--- config.mk ---
export PLATFORM = sky130hd
export DESIGN_NAME = delta_sign_magnitude_bit_packer_flat
export DESIGN_NICKNAME = d
export VERILOG_FILES = /design/src/hw/rtl/dsmbp_pkg.sv /design/src/hw/rtl/dsmbp_req_if.sv /design/src/hw/rtl/dsmbp_rsp_if.sv /design/src/hw/rtl/delta_sign_magnitude_bit_packer.sv /design/src/hw/rtl/dsmbp_pack.sv /design/src/hw/rtl/dsmbp_emit.sv /design/src/flat_wrapper.sv
export SDC_FILE = /design/constraint.sdc
export NUM_CORES = 1
export LEC_CHECK = 0
export ABC_AREA = 1
export BUFFER_PORTS_ARGS = -buffer_cell sky130_fd_sc_hd__buf_2
export CELL_PAD_IN_SITES_DETAIL_PLACEMENT = 1
export CELL_PAD_IN_SITES_GLOBAL_PLACEMENT = 2
export CORE_ASPECT_RATIO = 1.1
export CORE_MARGIN = 4
export CORE_UTILIZATION = 36
export DETAILED_ROUTE_END_ITERATION = 8
export PLACE_DENSITY = 0.94
export SETUP_SLACK_MARGIN = 0.15
export SLEW_MARGIN = 20
export SYNTH_ARGS = -nofsm -noshare
export SYNTH_HDL_FRONTEND = slang
export SYNTH_HIERARCHICAL = 1
export SYNTH_SLANG_ARGS = --single-unit
--- constraint.sdc ---
create_clock -name clock -period 9.45 [get_ports clock]
set_input_delay 0.945 -clock clock [delete_from_list [all_inputs] [get_ports clock]]
set_output_delay 0.945 -clock clock [all_outputs]
set_load 0.1 [all_outputs]
--- src/hw/rtl/dsmbp_pkg.sv ---
// Shared types and constants of the delta sign-magnitude bit packer.
// No dependencies; used by every other file of the block but the defines header.
package dsmbp_pkg;

   localparam int unsigned WordWidth  = 32;
   localparam int unsigned CountWidth = 6;
   localparam int unsigned ByteWidth  = 8;
   localparam int unsigned MaxBytes   = 4;
   localparam int unsigned SampleBits = 16;
   localparam int unsigned MaxRawBits = 32;
   localparam int unsigned NarrowBits = 16;
   localparam logic [WordWidth-1:0] MagLimit = 32'h0000_7FFF;

   localparam logic [1:0] OP_RAW    = 2'd0;
   localparam logic [1:0] OP_SAMPLE = 2'd1;
   localparam logic [1:0] OP_FLUSH  = 2'd2;
   localparam logic [1:0] OP_DIRECT = 2'd3;

   localparam logic [1:0] ERR_OK       = 2'd0;
   localparam logic [1:0] ERR_WIDTH    = 2'd1;
   localparam logic [1:0] ERR_TOO_WIDE = 2'd2;
   localparam logic [1:0] ERR_DELTA    = 2'd3;

   typedef struct packed {
      logic [1:0]                  op;
      logic [WordWidth-1:0]        raw_bits;
      logic [CountWidth-1:0]       bit_count;
      logic signed [WordWidth-1:0] sample;
      logic                        first_sample;
   } req_payload_type;

   // Bytes are left-aligned: the first byte to send sits in the top eight bits.
   typedef struct packed {
      logic [WordWidth-1:0] bytes;
      logic [2:0]           count;
      logic [1:0]           error_code;
   } pack_result_type;

endpackage

--- src/hw/rtl/dsmbp_req_if.sv ---
// Request channel of the bit packer: valid/ready handshake and payload.
// Depends on dsmbp_pkg for field widths.
interface dsmbp_req_if;
   logic                                  valid;
   logic                                  ready;
   logic [1:0]                            op;
   logic [dsmbp_pkg::WordWidth-1:0]       raw_bits;
   logic [dsmbp_pkg::CountWidth-1:0]      bit_count;
   logic signed [dsmbp_pkg::WordWidth-1:0] sample;
   logic                                  first_sample;

   modport source (output valid, op, raw_bits, bit_count, sample, first_sample, input ready);
   modport sink (input valid, op, raw_bits, bit_count, sample, first_sample, output ready);
endinterface

--- src/hw/rtl/dsmbp_rsp_if.sv ---
// Response channel of the bit packer: valid/ready handshake and one byte.
// Depends on dsmbp_pkg for field widths.
interface dsmbp_rsp_if;
   logic                               valid;
   logic                               ready;
   logic [dsmbp_pkg::ByteWidth-1:0]    out_byte;
   logic                               last_of_run;
   logic [1:0]                         error_code;

   modport source (output valid, out_byte, last_of_run, error_code, input ready);
   modport sink (input valid, out_byte, last_of_run, error_code, output ready);
endinterface

--- src/hw/rtl/delta_sign_magnitude_bit_packer.sv ---
// Top level of the delta sign-magnitude bit packer.
// Depends on dsmbp_pkg, dsmbp_req_if, dsmbp_rsp_if, dsmbp_pack and dsmbp_emit.
//
//   Channel   Direction   Carries
//   req_bus   in          op, raw_bits, bit_count, sample, first_sample
//   rsp_bus   out         out_byte, last_of_run, error_code (one byte per transfer)
//
// A request is registered on acceptance and leaves the input register once the burst
// buffer is empty or sending its last byte; its first byte is offered in the cycle
// after that. Bytes go out one per cycle while the response side is ready, and a request
// yields up to four bytes, or none; the burst buffer sets the rate.
// Reset is synchronous and active high; it clears pending bits, the previous sample
// and both register stages. A response stall holds the current byte and fills the
// input register, after which request ready drops.
module delta_sign_magnitude_bit_packer (
   input  logic        clock,
   input  logic        reset,
   dsmbp_req_if.sink   req_bus,
   dsmbp_rsp_if.source rsp_bus
);

   // Input register. It frees up in the same cycle that its request is packed,
   // so single-byte requests flow at one per cycle while the response side takes every byte.
   logic                       in_valid_ff, in_valid_in;
   dsmbp_pkg::req_payload_type in_payload_ff;
   dsmbp_pkg::pack_result_type pack_result;
   logic                       can_load;
   logic                       in_take;
   logic                       req_accept;

   assign in_take        = in_valid_ff && can_load;
   assign req_bus.ready  = !in_valid_ff || in_take;
   assign req_accept     = req_bus.valid && req_bus.ready;

   always_comb begin
      in_valid_in = in_valid_ff;
      if (req_accept) begin
         in_valid_in = 1'b1;
      end else if (in_take) begin
         in_valid_in = 1'b0;
      end
   end

   always_ff @(posedge clock) begin
      if (reset) begin
         in_valid_ff <= 1'b0;
      end else begin
         in_valid_ff <= in_valid_in;
      end
      if (req_accept) begin
         in_payload_ff.op           <= req_bus.op;
         in_payload_ff.raw_bits     <= req_bus.raw_bits;
         in_payload_ff.bit_count    <= req_bus.bit_count;
         in_payload_ff.sample       <= req_bus.sample;
         in_payload_ff.first_sample <= req_bus.first_sample;
      end
   end

   // The packer state advances only when a request leaves the input register.
   dsmbp_pack u_pack (
      .clock  (clock),
      .reset  (reset),
      .commit (in_take),
      .req    (in_payload_ff),
      .result (pack_result)
   );

   // A request with no bytes loads a zero count, which leaves the buffer empty.
   dsmbp_emit u_emit (
      .clock    (clock),
      .reset    (reset),
      .load     (in_take),
      .result   (pack_result),
      .can_load (can_load),
      .rsp      (rsp_bus)
   );

endmodule

--- src/hw/rtl/dsmbp_pack.sv ---
// Packing logic and packer state (pending bits, previous sample).
// Depends on dsmbp_pkg.
module dsmbp_pack (
   input  logic                       clock,
   input  logic                       reset,
   input  logic                       commit,
   input  dsmbp_pkg::req_payload_type req,
   output dsmbp_pkg::pack_result_type result
);

   logic [6:0]  pend_bits_ff, pend_bits_in;
   logic [2:0]  pend_count_ff, pend_count_in;
   logic [31:0] prev_sample_ff, prev_sample_in;

   logic [31:0] value;
   logic        neg;
   logic [31:0] mag;
   logic        delta_bad;
   logic        width_bad;
   logic        too_wide;
   logic [31:0] raw_mask;
   logic [31:0] pack_val;
   logic [5:0]  pack_n;
   logic [39:0] acc;
   logic [5:0]  cnt;
   logic [39:0] aligned;
   logic [6:0]  leftover;
   logic [7:0]  flush_byte;

   // Sample value and its sign-magnitude form.
   assign value     = req.first_sample ? req.sample : (req.sample - prev_sample_ff);
   assign neg       = value[31];
   assign mag       = neg ? (32'd0 - value) : value;
   assign delta_bad = mag > dsmbp_pkg::MagLimit;

   assign width_bad = (req.bit_count == '0) ||
                      (req.bit_count > 6'(dsmbp_pkg::MaxRawBits));
   assign raw_mask  = ~(32'hFFFF_FFFF << req.bit_count);
   assign too_wide  = (req.bit_count < 6'(dsmbp_pkg::NarrowBits)) &&
                      ((req.raw_bits & ~raw_mask) != '0);

   assign pack_n   = (req.op == dsmbp_pkg::OP_SAMPLE) ? 6'(dsmbp_pkg::SampleBits)
                                                      : req.bit_count;
   assign pack_val = (req.op == dsmbp_pkg::OP_SAMPLE) ? {16'd0, neg, mag[14:0]}
                                                      : (req.raw_bits & raw_mask);

   // Accumulate pending bits ahead of the new ones, then left-align at 40 bits.
   assign acc      = ({33'd0, pend_bits_ff} << pack_n) | {8'd0, pack_val};
   assign cnt      = {3'd0, pend_count_ff} + pack_n;
   assign aligned  = acc << (6'd40 - cnt);
   assign leftover = acc[6:0] & ~(7'h7F << cnt[2:0]);

   assign flush_byte = {1'b0, pend_bits_ff} << (4'd8 - {1'b0, pend_count_ff});

   always_comb begin
      result         = '0;
      pend_bits_in   = pend_bits_ff;
      pend_count_in  = pend_count_ff;
      prev_sample_in = prev_sample_ff;
      case (req.op)
         dsmbp_pkg::OP_RAW: begin
            if (width_bad) begin
               result.count      = 3'd1;
               result.error_code = dsmbp_pkg::ERR_WIDTH;
            end else if (too_wide) begin
               result.count      = 3'd1;
               result.error_code = dsmbp_pkg::ERR_TOO_WIDE;
            end else begin
               result.bytes  = aligned[39:8];
               result.count  = cnt[5:3];
               pend_bits_in  = leftover;
               pend_count_in = cnt[2:0];
            end
         end
         dsmbp_pkg::OP_SAMPLE: begin
            if (delta_bad) begin
               result.count      = 3'd1;
               result.error_code = dsmbp_pkg::ERR_DELTA;
            end else begin
               result.bytes   = aligned[39:8];
               result.count   = cnt[5:3];
               pend_bits_in   = leftover;
               pend_count_in  = cnt[2:0];
               prev_sample_in = req.sample;
            end
         end
         dsmbp_pkg::OP_FLUSH: begin
            if (pend_count_ff != '0) begin
               result.bytes  = {flush_byte, 24'd0};
               result.count  = 3'd1;
               pend_bits_in  = '0;
               pend_count_in = '0;
            end
         end
         default: begin
            result.bytes = req.raw_bits;
            result.count = 3'(dsmbp_pkg::MaxBytes);
         end
      endcase
   end

   always_ff @(posedge clock) begin
      if (reset) begin
         pend_bits_ff   <= '0;
         pend_count_ff  <= '0;
         prev_sample_ff <= '0;
      end else if (commit) begin
         pend_bits_ff   <= pend_bits_in;
         pend_count_ff  <= pend_count_in;
         prev_sample_ff <= prev_sample_in;
      end
   end

endmodule

--- src/hw/rtl/dsmbp_emit.sv ---
// Burst buffer: holds up to four bytes and sends them one per cycle while the response side is ready.
// Depends on dsmbp_pkg and dsmbp_rsp_if.
module dsmbp_emit (
   input  logic                       clock,
   input  logic                       reset,
   input  logic                       load,
   input  dsmbp_pkg::pack_result_type result,
   output logic                       can_load,
   dsmbp_rsp_if.source                rsp
);

   logic [2:0]  remain_ff, remain_in;
   logic [31:0] bytes_ff, bytes_in;
   logic [1:0]  err_ff, err_in;
   logic        pop;

   assign pop      = (remain_ff != '0) && rsp.ready;
   assign can_load = (remain_ff == '0) || ((remain_ff == 3'd1) && rsp.ready);

   always_comb begin
      remain_in = remain_ff;
      bytes_in  = bytes_ff;
      err_in    = err_ff;
      if (load) begin
         remain_in = result.count;
         bytes_in  = result.bytes;
         err_in    = result.error_code;
      end else if (pop) begin
         remain_in = remain_ff - 3'd1;
         bytes_in  = {bytes_ff[23:0], 8'd0};
      end
   end

   always_ff @(posedge clock) begin
      if (reset) begin
         remain_ff <= '0;
      end else begin
         remain_ff <= remain_in;
      end
      bytes_ff <= bytes_in;
      err_ff   <= err_in;
   end

   assign rsp.valid       = remain_ff != '0;
   assign rsp.out_byte    = bytes_ff[31:24];
   assign rsp.last_of_run = remain_ff == 3'd1;
   assign rsp.error_code  = err_ff;

endmodule

--- src/flat_wrapper.sv ---
// flat-port wrapper written by rule: the top's interface ports become plain ports
module delta_sign_magnitude_bit_packer_flat 
  (clock, reset, req_bus_valid, req_bus_op, req_bus_raw_bits, req_bus_bit_count, req_bus_sample, req_bus_first_sample, req_bus_ready, rsp_bus_valid, rsp_bus_out_byte, rsp_bus_last_of_run, rsp_bus_error_code, rsp_bus_ready);
  dsmbp_req_if req_bus_i ();
  dsmbp_rsp_if rsp_bus_i ();
  input  logic clock;
  input  logic reset;
  input wire logic [$bits(req_bus_i.valid)-1:0] req_bus_valid;
  input wire logic [$bits(req_bus_i.op)-1:0] req_bus_op;
  input wire logic [$bits(req_bus_i.raw_bits)-1:0] req_bus_raw_bits;
  input wire logic [$bits(req_bus_i.bit_count)-1:0] req_bus_bit_count;
  input wire logic [$bits(req_bus_i.sample)-1:0] req_bus_sample;
  input wire logic [$bits(req_bus_i.first_sample)-1:0] req_bus_first_sample;
  output wire logic [$bits(req_bus_i.ready)-1:0] req_bus_ready;
  output wire logic [$bits(rsp_bus_i.valid)-1:0] rsp_bus_valid;
  output wire logic [$bits(rsp_bus_i.out_byte)-1:0] rsp_bus_out_byte;
  output wire logic [$bits(rsp_bus_i.last_of_run)-1:0] rsp_bus_last_of_run;
  output wire logic [$bits(rsp_bus_i.error_code)-1:0] rsp_bus_error_code;
  input wire logic [$bits(rsp_bus_i.ready)-1:0] rsp_bus_ready;
  assign req_bus_i.valid = req_bus_valid;
  assign req_bus_i.op = req_bus_op;
  assign req_bus_i.raw_bits = req_bus_raw_bits;
  assign req_bus_i.bit_count = req_bus_bit_count;
  assign req_bus_i.sample = req_bus_sample;
  assign req_bus_i.first_sample = req_bus_first_sample;
  assign req_bus_ready = req_bus_i.ready;
  assign rsp_bus_valid = rsp_bus_i.valid;
  assign rsp_bus_out_byte = rsp_bus_i.out_byte;
  assign rsp_bus_last_of_run = rsp_bus_i.last_of_run;
  assign rsp_bus_error_code = rsp_bus_i.error_code;
  assign rsp_bus_i.ready = rsp_bus_ready;
  delta_sign_magnitude_bit_packer u_core (.clock(clock), .reset(reset), .req_bus(req_bus_i), .rsp_bus(rsp_bus_i));
endmodule
==> metrics.yaml, run 1 <==
outcome: "complete, no violations"
yosysTopAreaCellShare_pct: 21.6
reg2regPathDepth: 21
pre_cts_ws_ps: 3670
synth.top_cells.by_area: "edfxtp_1 22%, nand2_1 21%, nand3_1 10%, inv_1 8.6%, dfxtp_1 6.2%"
drt-initial-drc-count: 1039
postCtsHoldBufs: 0
whs_path_depth: 2
vdd_drop_max_v: 0.000161
root_buffer: "clkbuf_16"
initial_core_util_pct: 36.7
ctsResizeCount: 0
cts_buffers: 17
critPathArrivalTime_ps: 6260
grt_usage_pct: 29.3
synth_ff_type: "edfxtp_1"
power.density_nw_per_um2: 249
post_cts_buffers: 0
drive_above_1_share_pct: 8.99
cap_violations: 0
rsz0062_at_grt: "false"
first_global_vias: 17261
fin_setup_tns_ps: 0
holdWs_ps: 510
core_sq_um: 40600
portBuffers: 89
die_area_sq_um: 44600
yosys.area.top_type: "edfxtp_1"
num_io_pins: 90
grt_max_degree: 47
synth_edf_count: 107
power.total_mw: 4.04
p_leak_nw: 7.85
min_period_ps: 5900
final_nets: 2634
synth_most_common_cell: "nand2_1"
dp_hpwl_mm: 53.3
ant_nets: 0
worst-slew-pin-transition_ps: 1060
setup_ws_ps: 3550
ys_seq_elements: 153
syn_avg_cell_area_sq_um: 5.97
cts_sinks: 153
placed_cell_area_sq_um: 15600
synthArstFlopShare_pct: 0
required_ps: 9810
synth_common_cells: "834 x nand2_1, 339 x inv_1, 301 x nand3_1, 208 x nor2_1, 159 x o21ai_0"
die_width_um: 202
clk_latency_ps: 490
synth_warnings: 6
path_clk_slew_ps: 70
period_share_pct: 62.5
post_drt_wl_per_cell_um: 21.4
wirelength_mm: 65.8
dr.pass1.iters: 7
fmax_mhz: 169
ys_types: 51
place_congestion: 0.981
h-tree-depth: 4
syn_area_sq_um: 14900
hold_viol_final: 0
viasPerCell: 5.38
cp-end-kind: "flip-flop"
cp-start-kind: "flip-flop"
hp-class: "flip-flop to flip-flop"
drcViolationCount: 0
synth.yosys.seq_area_share_pct: 27.8
die_y_um: 221
final_area_sq_um: 16200
cts_tree: "done"
path_class: "flip-flop to flip-flop"
via_count: 16551
cts_buffer_depth: 2
grt_pass1_wl_mm: 101
relSlewSlack_pct: 29.3
fin_worst_skew_ps: 13.6
overflow: 0
setup_viol: 0
slew_viol_final: 0
rows: 77
worstPathMaxFanout: 33
n_antenna_cell: 0
syn_nets: 2614
antenna_found_initial: 1
synthToLayoutAreaGrowth_pct: 9.24
postSynthCellCount: 2491
[cell type report]
type | count | area [sq um]
inverters | 380 | 1430
clock buffers | 19 | 443
flip-flops and latches | 153 | 4130
repair buffers | 106 | 573
clock inverters | 13 | 166
multi-input cells | 1853 | 8810
well taps | 553 | 692
fillers | 5540 | 24300
[sequential cells by signal (all words and copies together) (netlist names)]
signal,flops
u_core/in_payload_ff,73
u_core/in_valid_ff,1
u_core/u_emit/bytes_ff,32
u_core/u_emit/remain_ff,3
u_core/u_emit/rsp.error_code,2
u_core/u_pack/pend_bits_ff,7
u_core/u_pack/pend_count_ff,3
u_core/u_pack/prev_sample_ff,32
[final timing paths]
path,startpoint,end,slack (ps)
setup / recovery,u_core/in_payload_ff[71]$_DFFE_PP_,u_core/u_emit/bytes_ff[27]$_DFFE_PP_,3550
hold reg to reg,u_core/u_pack/pend_bits_ff[3]$_SDFFE_PP0P_,u_core/u_pack/pend_bits_ff[3]$_SDFFE_PP0P_,510
setup reg to reg,u_core/in_payload_ff[71]$_DFFE_PP_,u_core/u_emit/bytes_ff[27]$_DFFE_PP_,3550
hold / removal,u_core/u_pack/pend_bits_ff[3]$_SDFFE_PP0P_,u_core/u_pack/pend_bits_ff[3]$_SDFFE_PP0P_,510
[per-stage QoR]
step	cells	utilization [%]
floorplan	2491	-
global placement	3045	38.6
detailed placement	3045	38.6
CTS	3077	40.1
global route	3077	40.1
finish	3077	40.1
[where the power goes]
part / switching (mW) / internal [mW]
logic: 1.75 / 0.568
registers: 0.0904 / 0.892
clock network: 0.315 / 0.423
total: 2.16 / 1.88
[cell families (layout without fill, tap and decap cells)]
kind of cell	after synthesis	after routing	share of synthesized area, %
multiplexers	3	3	0.202
adder cells (fa/ha/maj)	46	46	3.97
buffers and inverters	485	518	13.1
XOR/XNOR	13	13	0.765
flip-flops	153	153	27.8
AND/OR/NAND/NOR	1489	1489	42.9
AO/OA/AOI/OAI	302	302	11.3
[layer usage]
| layer | GRT usage [%] | vias up | share of wire [%] |
|---|---|---|---|
| met2 | 52.2 | 360 | 50 |
| met3 | 4.55 | 158 | 3.3 |
| met5 | 0 | - | 0 |
| met1 | 31.8 | 7944 | 39 |
| li1 | - | 8089 | - |
| met4 | 20.2 | 0 | 8.2 |
[worst max-delay path: stages, from the launching register on]
cell	delay [ps]
edfxtp_1	460
nand2_1	110
buf_4	340
inv_2	350
nor2_1	670
ha_1	400
a21oi_1	140
inv_1	50
a31oi_1	180
or2_2	160
nand2_1	110
a21oi_1	170
xor2_1	200
buf_4	350
inv_1	350
nor2_1	900
o211ai_1	230
nand3_1	140
nand2_1	60
a21oi_1	150
nand2_1	70
nand2_1	100
[placed cells by master, fill, tap and decap left out, types with 17 or more instances in the layout]
cell,netlist,layout
nor2_1,208,208
buf_4,16,17
clkbuf_16,0,17
ha_1,44,44
nand3_1,301,301
inv_1,339,336
dfxtp_1,46,46
inv_2,37,40
o21ai_0,159,159
a21oi_1,73,72
buf_2,16,89
nand2_1,834,834
nand4_1,68,68
edfxtp_1,107,107
(Power assumes the default switching activity.)
==> run 2: changes to the inputs <==
--- a/config.mk
+++ b/config.mk
@@ -5,15 +5,15 @@
 export SDC_FILE = /design/constraint.sdc
 export NUM_CORES = 1
 export LEC_CHECK = 0
-export ABC_AREA = 1
+export ABC_AREA = 0
 export BUFFER_PORTS_ARGS = -buffer_cell sky130_fd_sc_hd__buf_2
 export CELL_PAD_IN_SITES_DETAIL_PLACEMENT = 1
 export CELL_PAD_IN_SITES_GLOBAL_PLACEMENT = 2
 export CORE_ASPECT_RATIO = 1.1
 export CORE_MARGIN = 4
-export CORE_UTILIZATION = 36
+export CORE_UTILIZATION = 38
 export DETAILED_ROUTE_END_ITERATION = 8
-export PLACE_DENSITY = 0.94
+export PLACE_DENSITY = 0.89
 export SETUP_SLACK_MARGIN = 0.15
 export SLEW_MARGIN = 20
 export SYNTH_ARGS = -nofsm -noshare
==> constraint.sdc (replaced) <==
create_clock -name clock -period 5.9 [get_ports clock]
set_input_delay 0.59 -clock clock [delete_from_list [all_inputs] [get_ports clock]]
set_output_delay 0.59 -clock clock [all_outputs]
set_load 0.1 [all_outputs]
==> run 2 against run 1 <==
  * Synthesized area increased by 0.67%
  * Cell count decreased by 19%
  * Via count decreased by 2.8%
  * Design area increased by 6.8%
  * Clock skew decreased by 1.1 ps
  * Flip-flop and latch count unchanged
  * Combinational power increased by 63%
  * Count of clock-buffer cells in the layout increased by 6
  * First-iteration DRC count increased by 7.0%
  * Register-to-register slack got worse by 3200 ps
  * Die area decreased by 4.5%
  * Power increased by 64%
==> metrics.yaml, run 2 <==
wirelength_mm: 67.6
grtUsageMet1_pct: 36.5
viasPerCell: 6.44
p_switching_mw: 3.15
nFillCells: 4760
crit_buf_inv: 2
ff2ff_setup_slack_ps: 310
pwr-share-seq_pct: 24.0
syn_area_sq_um: 15000
synth_xor_area_share_pct: 0.936
die_y_um: 216
initial_core_util_pct: 38.3
fmax_mhz: 179
postCtsHoldBufs: 0
cap_violations: 0
min_period_ps: 5590
postSynthCellCount: 1874
synth_edf_count: 107
synth-simple-area-share_pct: 21.4
multi_input_area_sq_um: 10100
outcome: "complete, no violations"
p_leak_nw: 6.24
n_antenna_cell: 0
synth.yosys.seq_area_share_pct: 27.6
path_class: "flip-flop to flip-flop"
holdWs_ps: 285
top_register: "u_core/in_payload_ff"
grt_usage_pct: 30.7
ys_seq_elements: 153
setup_ws_ps: 308
synthArstFlopShare_pct: 0
synth_most_common_cell: "nand2_1"
post_drt_wl_per_cell_um: 27.1
drt-initial-drc-count: 1112
critPathArrivalTime_ps: 5820
register_area_sq_um: 4130
use_met3_pct: 4.48
grt_max_degree: 67
syn_nets: 1997
swShare_pct: 47.5
hp-class: "input pin to flip-flop"
mostFrequentLayoutCells: "180 x nand2_1, 156 x a21oi_1, 152 x o21ai_0, 145 x nor2_1, 126 x buf_4"
slew_viol_final: 0
power.total_mw: 6.62
mostFrequentLayoutCell: "nand2_1"
root_buffer: "clkbuf_16"
worst-slew-pin-transition_ps: 1070
reg_top3: "u_core/in_payload_ff: 73 flops, u_core/u_emit/bytes_ff: 32 flops, u_core/u_pack/prev_sample_ff: 32 flops"
cts_sinks: 153
largest_reg_flops: 73
setup_viol: 0
synth_top_family_by_area: "compound AO/OA/AOI/OAI gates"
synth_common_cells: "180 x nand2_1, 157 x a21oi_1, 155 x o21ai_0, 145 x nor2_1, 107 x edfxtp_1"
worstPathMaxFanout: 16
path_clk_slew_ps: 70
via_count: 16091
clkPwrFrac_pct: 19.0
portBuffers: 89
die_area_sq_um: 42600
cts_buffer_depth: 2
cp_slowest_stage_delay_ps: 540
met2_usage_pct: 52.3
drcViolationCount: 0
synthAdderAreaFrac_pct: 3.94
h-tree-depth: 4
place_congestion: 1.02
pre_cts_ws_ps: -147
cts_buffers: 17
cts_tree: "done"
fin_util_pct: 44.4
first_global_vias: 16475
cp-start-kind: "flip-flop"
ant_nets: 0
grt.busiest_layer: "met2"
yosysTopAreaCellShare_pct: 21.5
power.density_nw_per_um2: 382
clk_latency_ps: 480
vdd_drop_max_v: 0.000422
synth_mux_area_share_pct: 10.5
syn_avg_cell_area_sq_um: 7.99
synth_compound_area_share_pct: 29.6
power.internal_mw: 3.47
grt_pass1_wl_mm: 101
core_sq_um: 39100
cp_top_family: "simple AND/OR/NAND/NOR gates"
synth_warnings: 6
critPathMostFrequentCell: "o21ai_0"
synthToLayoutAreaGrowth_pct: 15.9
hold_viol_final: 0
rsz0062_at_grt: "false"
dp_hpwl_mm: 52.0
ys_types: 102
dr.pass1.iters: 5
antenna_found_initial: 0
required_ps: 6130
final_nets: 2100
overflow: 0
yosys.area.top_type: "edfxtp_1"
cp_cell_sequence: "ha_1 > nand4_1 > or2_2 > nor2_1 > o311ai_0 > buf_4 > o311a_1 > and4_1 > buf_12 > or3_1 > a311oi_1 > o21ai_0 > and2_1 > mux4_2 > o21ai_0 > o21ai_1 > mux2_2"
comb_power_share_pct: 57.0
critPathSlowestCell: "edfxtp_1"
synth.top_cells.by_area: "edfxtp_1 21%, dfxtp_1 6.1%, a21oi_1 5.2%, o21ai_0 5.2%, nand2_1 4.5%"
synth_ff_type: "edfxtp_1"
num_io_pins: 90
die_width_um: 197
period_share_pct: 94.8
cp-end-kind: "flip-flop"
rows: 76
drive_above_1_share_pct: 19.3
fin_worst_skew_ps: 12.5
relSlewSlack_pct: 27.8
-- run 2: power groups by stage --
stage | logic (mW) | registers (mW) | clock network [mW]
2_1_floorplan | 2.44 | 1.52 | 0
3_3_place_gp | 3.60 | 1.61 | 0
3_5_place_dp | 3.66 | 1.61 | 0
4_1_cts | 3.69 | 1.59 | 1.28
5_1_grt | 4.02 | 1.60 | 1.32
6_report | 3.78 | 1.59 | 1.26
-- run 2: final timing paths --
kind / start / end / depth (start not counted)
max reg2reg: u_core/in_payload_ff[31]$_DFFE_PP_ / u_core/u_emit/bytes_ff[23]$_DFFE_PP_ / 17
max: u_core/in_payload_ff[31]$_DFFE_PP_ / u_core/u_emit/bytes_ff[23]$_DFFE_PP_ / 17
min: req_bus_raw_bits[0] / u_core/in_payload_ff[39]$_DFFE_PP_ / 1
min reg2reg: u_core/u_pack/prev_sample_ff[13]$_SDFFE_PP0P_ / u_core/u_pack/prev_sample_ff[13]$_SDFFE_PP0P_ / 2
-- run 2: routing by layer --
layer	vias to the layer above	wire length, um
li1	7361	-
met1	8005	26700
met2	552	32800
met3	173	3310
met4	0	4800
met5	-	0
-- run 2: kinds of logic (layout without fill, tap and decap cells) --
family                   after synthesis  in the layout
AO/OA/AOI/OAI                        668            669
AND/OR/NAND/NOR                      650            650
buffers and inverters                219            334
flip-flops                           153            153
multiplexers                         122            122
adder cells (fa/ha/maj)               46             46
XOR/XNOR                              16             16
-- run 2: layout make-up --
| cell class | instances | area share, % |
|---|---|---|
| Multi-Input combinational cell | 1503 | 58.4 |
| Tap cell | 507 | 3.66 |
| Clock inverter | 7 | 0.793 |
| Clock buffer | 25 | 2.93 |
| Inverter | 80 | 1.73 |
| Sequential cell | 153 | 23.8 |
| Timing Repair Buffer | 222 | 8.69 |
-- run 2: stage by stage --
| step | std cells | setup TNS (ps) | area [sq um] |
|---|---|---|---|
| after floorplan | 1874 | 0 | 15000 |
| after detailed placement | 2455 | -1810 | 16500 |
| after global routing | 2497 | 0 | 17400 |
| after CTS | 2489 | 0 | 17200 |
| final | 2497 | 0 | 17400 |
| after global placement | 2455 | 0 | 16500 |
-- run 2: repair_timing --
item / 4_1_cts / 5_1_grt
buffers inserted: 2 / 7
pin swaps: 2 / 11
endpoints found under the setup margin: 76 / 77
cloned: 0 / 1
gates resized for setup: 7 / 28
==> run 3: changes to the inputs <==
--- a/config.mk
+++ b/config.mk
@@ -10,13 +10,12 @@
 export CELL_PAD_IN_SITES_DETAIL_PLACEMENT = 1
 export CELL_PAD_IN_SITES_GLOBAL_PLACEMENT = 2
 export CORE_ASPECT_RATIO = 1.1
-export CORE_MARGIN = 4
+export CORE_MARGIN = 2
 export CORE_UTILIZATION = 38
 export DETAILED_ROUTE_END_ITERATION = 8
-export PLACE_DENSITY = 0.89
+export PLACE_DENSITY = 0.9
 export SETUP_SLACK_MARGIN = 0.15
 export SLEW_MARGIN = 20
 export SYNTH_ARGS = -nofsm -noshare
 export SYNTH_HDL_FRONTEND = slang
-export SYNTH_HIERARCHICAL = 1
 export SYNTH_SLANG_ARGS = --single-unit
==> run 3 against run 2 <==
  * Power shrank 2.2%
  * Global-route usage grew 0.34 points
  * Flip-flop and latch count is the same
  * Via count grew 1.7%
  * Clock skew shrank 0.79 ps
  * First-iteration DRC count grew 9.1%
  * Clock power shrank 14%
  * Critical endpoint is now u_core.u_emit.bytes_ff[7]$_SDFFCE_PN0P_
  * Largest power group unchanged
==> metrics.yaml, run 3 <==
syn_area_sq_um: 15000
die_area_sq_um: 41100
antenna_found_initial: 0
min_period_ps: 5520
outcome: "complete, no violations"
setup_ws_ps: 378
cts_tree: "done"
syn_avg_cell_area_sq_um: 7.74
grt_max_degree: 74
period_share_pct: 93.6
crit_buf_inv: 2
reg_top3: "u_core.in_payload_ff: 73 flops, u_core.u_emit.bytes_ff: 32 flops, u_core.u_pack.prev_sample_ff: 32 flops"
synthAdderAreaFrac_pct: 3.93
n_antenna_cell: 0
synth_most_common_cell: "nor2_1"
dp_hpwl_mm: 49.5
overflow: 0
relSlewSlack_pct: 10.1
grt_usage_pct: 31.1
synth_edf_count: 107
worst-slew-pin-transition_ps: 1330
post_drt_wl_per_cell_um: 25.7
p_leak_nw: 6.35
ys_types: 107
comb_power_share_pct: 59.1
dr.pass1.iters: 5
power.density_nw_per_um2: 384
clkPwrFrac_pct: 16.7
final_nets: 2128
synth_top_family_by_area: "compound AO/OA/AOI/OAI gates"
cts_buffers: 17
fin_setup_tns_ps: 0
holdWs_ps: 284
hold_start: "req_bus_sample[22]"
first_global_vias: 16432
hold_viol_final: 0
viasPerCell: 6.48
postSynthCellCount: 1938
portBuffers: 89
initial_core_util_pct: 38.4
fmax_mhz: 181
r2r-start: "u_core.in_payload_ff[1]$_DFFE_PP_"
cts_sinks: 153
cp-end-kind: "flip-flop"
critPathSlowestCell: "or3_4"
worstPathMaxFanout: 9
synth_compound_area_share_pct: 29.9
via_count: 16365
cp-startpoint: "u_core.in_payload_ff[1]$_DFFE_PP_"
path_clk_slew_ps: 80
synth_warnings: 0
cp-start-kind: "flip-flop"
placed_cell_area_sq_um: 16200
clk_latency_ps: 480
cp_slowest_stage_delay_ps: 500
place_congestion: 0.981
setup_viol: 0
synth.top_cells.by_area: "edfxtp_1 21%, dfxtp_1 6.1%, mux2i_1 6.1%, nor2_1 5.5%, a21oi_1 5.3%"
yosys.area.top_type: "edfxtp_1"
r2r_end: "u_core.u_emit.bytes_ff[7]$_SDFFCE_PN0P_"
drcViolationCount: 0
die_width_um: 193
drive_above_1_share_pct: 14.7
ys_seq_elements: 153
mostFrequentLayoutCells: "221 x nor2_1, 182 x nand2_1, 158 x a21oi_1, 121 x o21ai_0, 107 x edfxtp_1"
yosysTopAreaCellShare_pct: 21.4
synth-simple-area-share_pct: 23.5
critPathArrivalTime_ps: 5820
mostFrequentLayoutCell: "nor2_1"
h-tree-depth: 4
power.total_mw: 6.48
required_ps: 6200
synth_mux_area_share_pct: 8.05
largest_reg_flops: 73
top_register: "u_core.in_payload_ff"
reg2regPathDepth: 18
power.internal_mw: 3.13
root_buffer: "clkbuf_16"
hp-class: "input pin to flip-flop"
pre_cts_ws_ps: 73.7
final_area_sq_um: 16900
p_switching_mw: 3.35
num_io_pins: 90
whs_path_depth: 1
wirelength_mm: 65.0
grt_pass1_wl_mm: 99.0
slew_viol_final: 0
cts_buffer_depth: 2
min_to: "u_core.in_payload_ff[23]$_DFFE_PP_"
pwr-share-seq_pct: 24.3
synth_xor_area_share_pct: 1.17
nFillCells: 4804
synthArstFlopShare_pct: 0
ff2ff_setup_slack_ps: 380
synthToLayoutAreaGrowth_pct: 12.5
swShare_pct: 51.8
ant_nets: 0
cp_top_family: "compound AO/OA/AOI/OAI gates"
cp_cell_sequence: "inv_1 > ha_1 > fa_1 > nand2b_1 > a211oi_4 > o21ai_1 > a31oi_4 > nand4_4 > or3_4 > nor4_4 > buf_4 > nand2_1 > o32a_1 > o22ai_2 > nand3_4 > o21ai_4 > nand3_2 > o31ai_1"
rsz0062_at_grt: "false"
rows: 76
cap_violations: 0
synth_common_cells: "221 x nor2_1, 182 x nand2_1, 159 x a21oi_1, 121 x o21ai_0, 107 x edfxtp_1"
synth_ff_type: "edfxtp_1"
syn_nets: 2061
vdd_drop_max_v: 0.000404
path_class: "flip-flop to flip-flop"
fin_worst_skew_ps: 11.8
drt-initial-drc-count: 1213
die_y_um: 212
core_sq_um: 39100
synth.yosys.seq_area_share_pct: 27.5
[run 3: cell count changes in the layout (fill, tap and decap cells not counted), sizes merged, moves of 10 or more]
cell | previous run | this run
a22oi | 25 | 14
and3 | 17 | 27
and2 | 37 | 23
a31oi | 22 | 38
mux2i | 53 | 91
buf | 222 | 183
mux4 | 23 | 1
nor2 | 146 | 222
nor3 | 45 | 69
mux2 | 46 | 24
o21ai | 173 | 151
[run 3: logic make-up (layout without fill, tap and decap cells)]
group,Yosys count,count (layout)
xor gates and xnor gates,20,20
DFF,153,153
muxes,116,116
buffers and inverters,208,288
AOI/OAI and AO/OA,664,664
and+or+nand+nor,731,731
adders and majority gates,46,46
[run 3: per-stage QoR]
stage,instances,util (%)
2_1_floorplan,1938,-
3_3_place_gp,2483,41.4
3_5_place_dp,2483,41.4
4_1_cts,2515,42.8
5_1_grt,2525,43.2
6_report,2525,43.2
[run 3: what timing repair did]
item	in CTS	in global routing
gates resized for setup	2	15
endpoints found under the hold margin	0	0
buffers inserted	0	10
hold buffers	0	0
pin swaps	0	4
setup endpoints to repair	50	62
[run 3: layer usage]
layer / part of all wire [%] / vias to the layer above / wire length [um] / GRT usage (%)
met3: 5.1 / 169 / 3310 / 4.28
li1: - / 7499 / - / -
met5: 0 / - / 0 / 0
met2: 50 / 596 / 32200 / 55.2
met1: 40 / 8101 / 25800 / 36.2
met4: 5.5 / 0 / 3590 / 17.1
[run 3: layout make-up]
cell class                      count  area [sq um]  share of cell area [%]
Sequential cell                   153          4130                    24.5
Inverter                           73           274                    1.62
Clock inverter                     14           114                   0.674
Multi-Input combinational cell   1577         10100                    60.0
Timing Repair Buffer              183          1170                    6.91
Clock buffer                       18           429                    2.54
Tap cell                          507           634                    3.76
[run 3: worst max-delay path by stage]
stage	to	slack [ps]	depth (start not counted)
floorplan	u_core.in_payload_ff[0]$_DFFE_PP_	920	5
global placement	u_core.u_pack.prev_sample_ff[14]$_SDFFE_PP0P_	360	19
detailed placement	u_core.u_pack.prev_sample_ff[15]$_SDFFE_PP0P_	70	19
CTS	u_core.u_emit.bytes_ff[19]$_DFFE_PP_	230	17
global route	u_core.u_emit.bytes_ff[7]$_SDFFCE_PN0P_	130	18
finish	u_core.u_emit.bytes_ff[7]$_SDFFCE_PN0P_	380	18
[run 3: worst register-to-register path, cell delays in order, from the launching register on]
cell and delay, ps:
edfxtp_1 350, inv_1 60, ha_1 210, fa_1 430, nand2b_1 260, a211oi_4 490, o21ai_1 180, a31oi_4 360
nand4_4 190, or3_4 500, nor4_4 380, buf_4 190, nand2_1 60, o32a_1 370, o22ai_2 190, nand3_4 180
o21ai_4 390, nand3_2 260, o31ai_1 300
[run 3: power by group through the flow]
stage               registers, mW  logic [mW]  clock network, mW
global placement             1.59        3.64                  0
CTS                          1.57        3.72               1.10
finish                       1.57        3.83               1.08
detailed placement           1.59        3.70                  0
floorplan                    1.54        2.54                  0
global route                 1.59        4.07               1.14
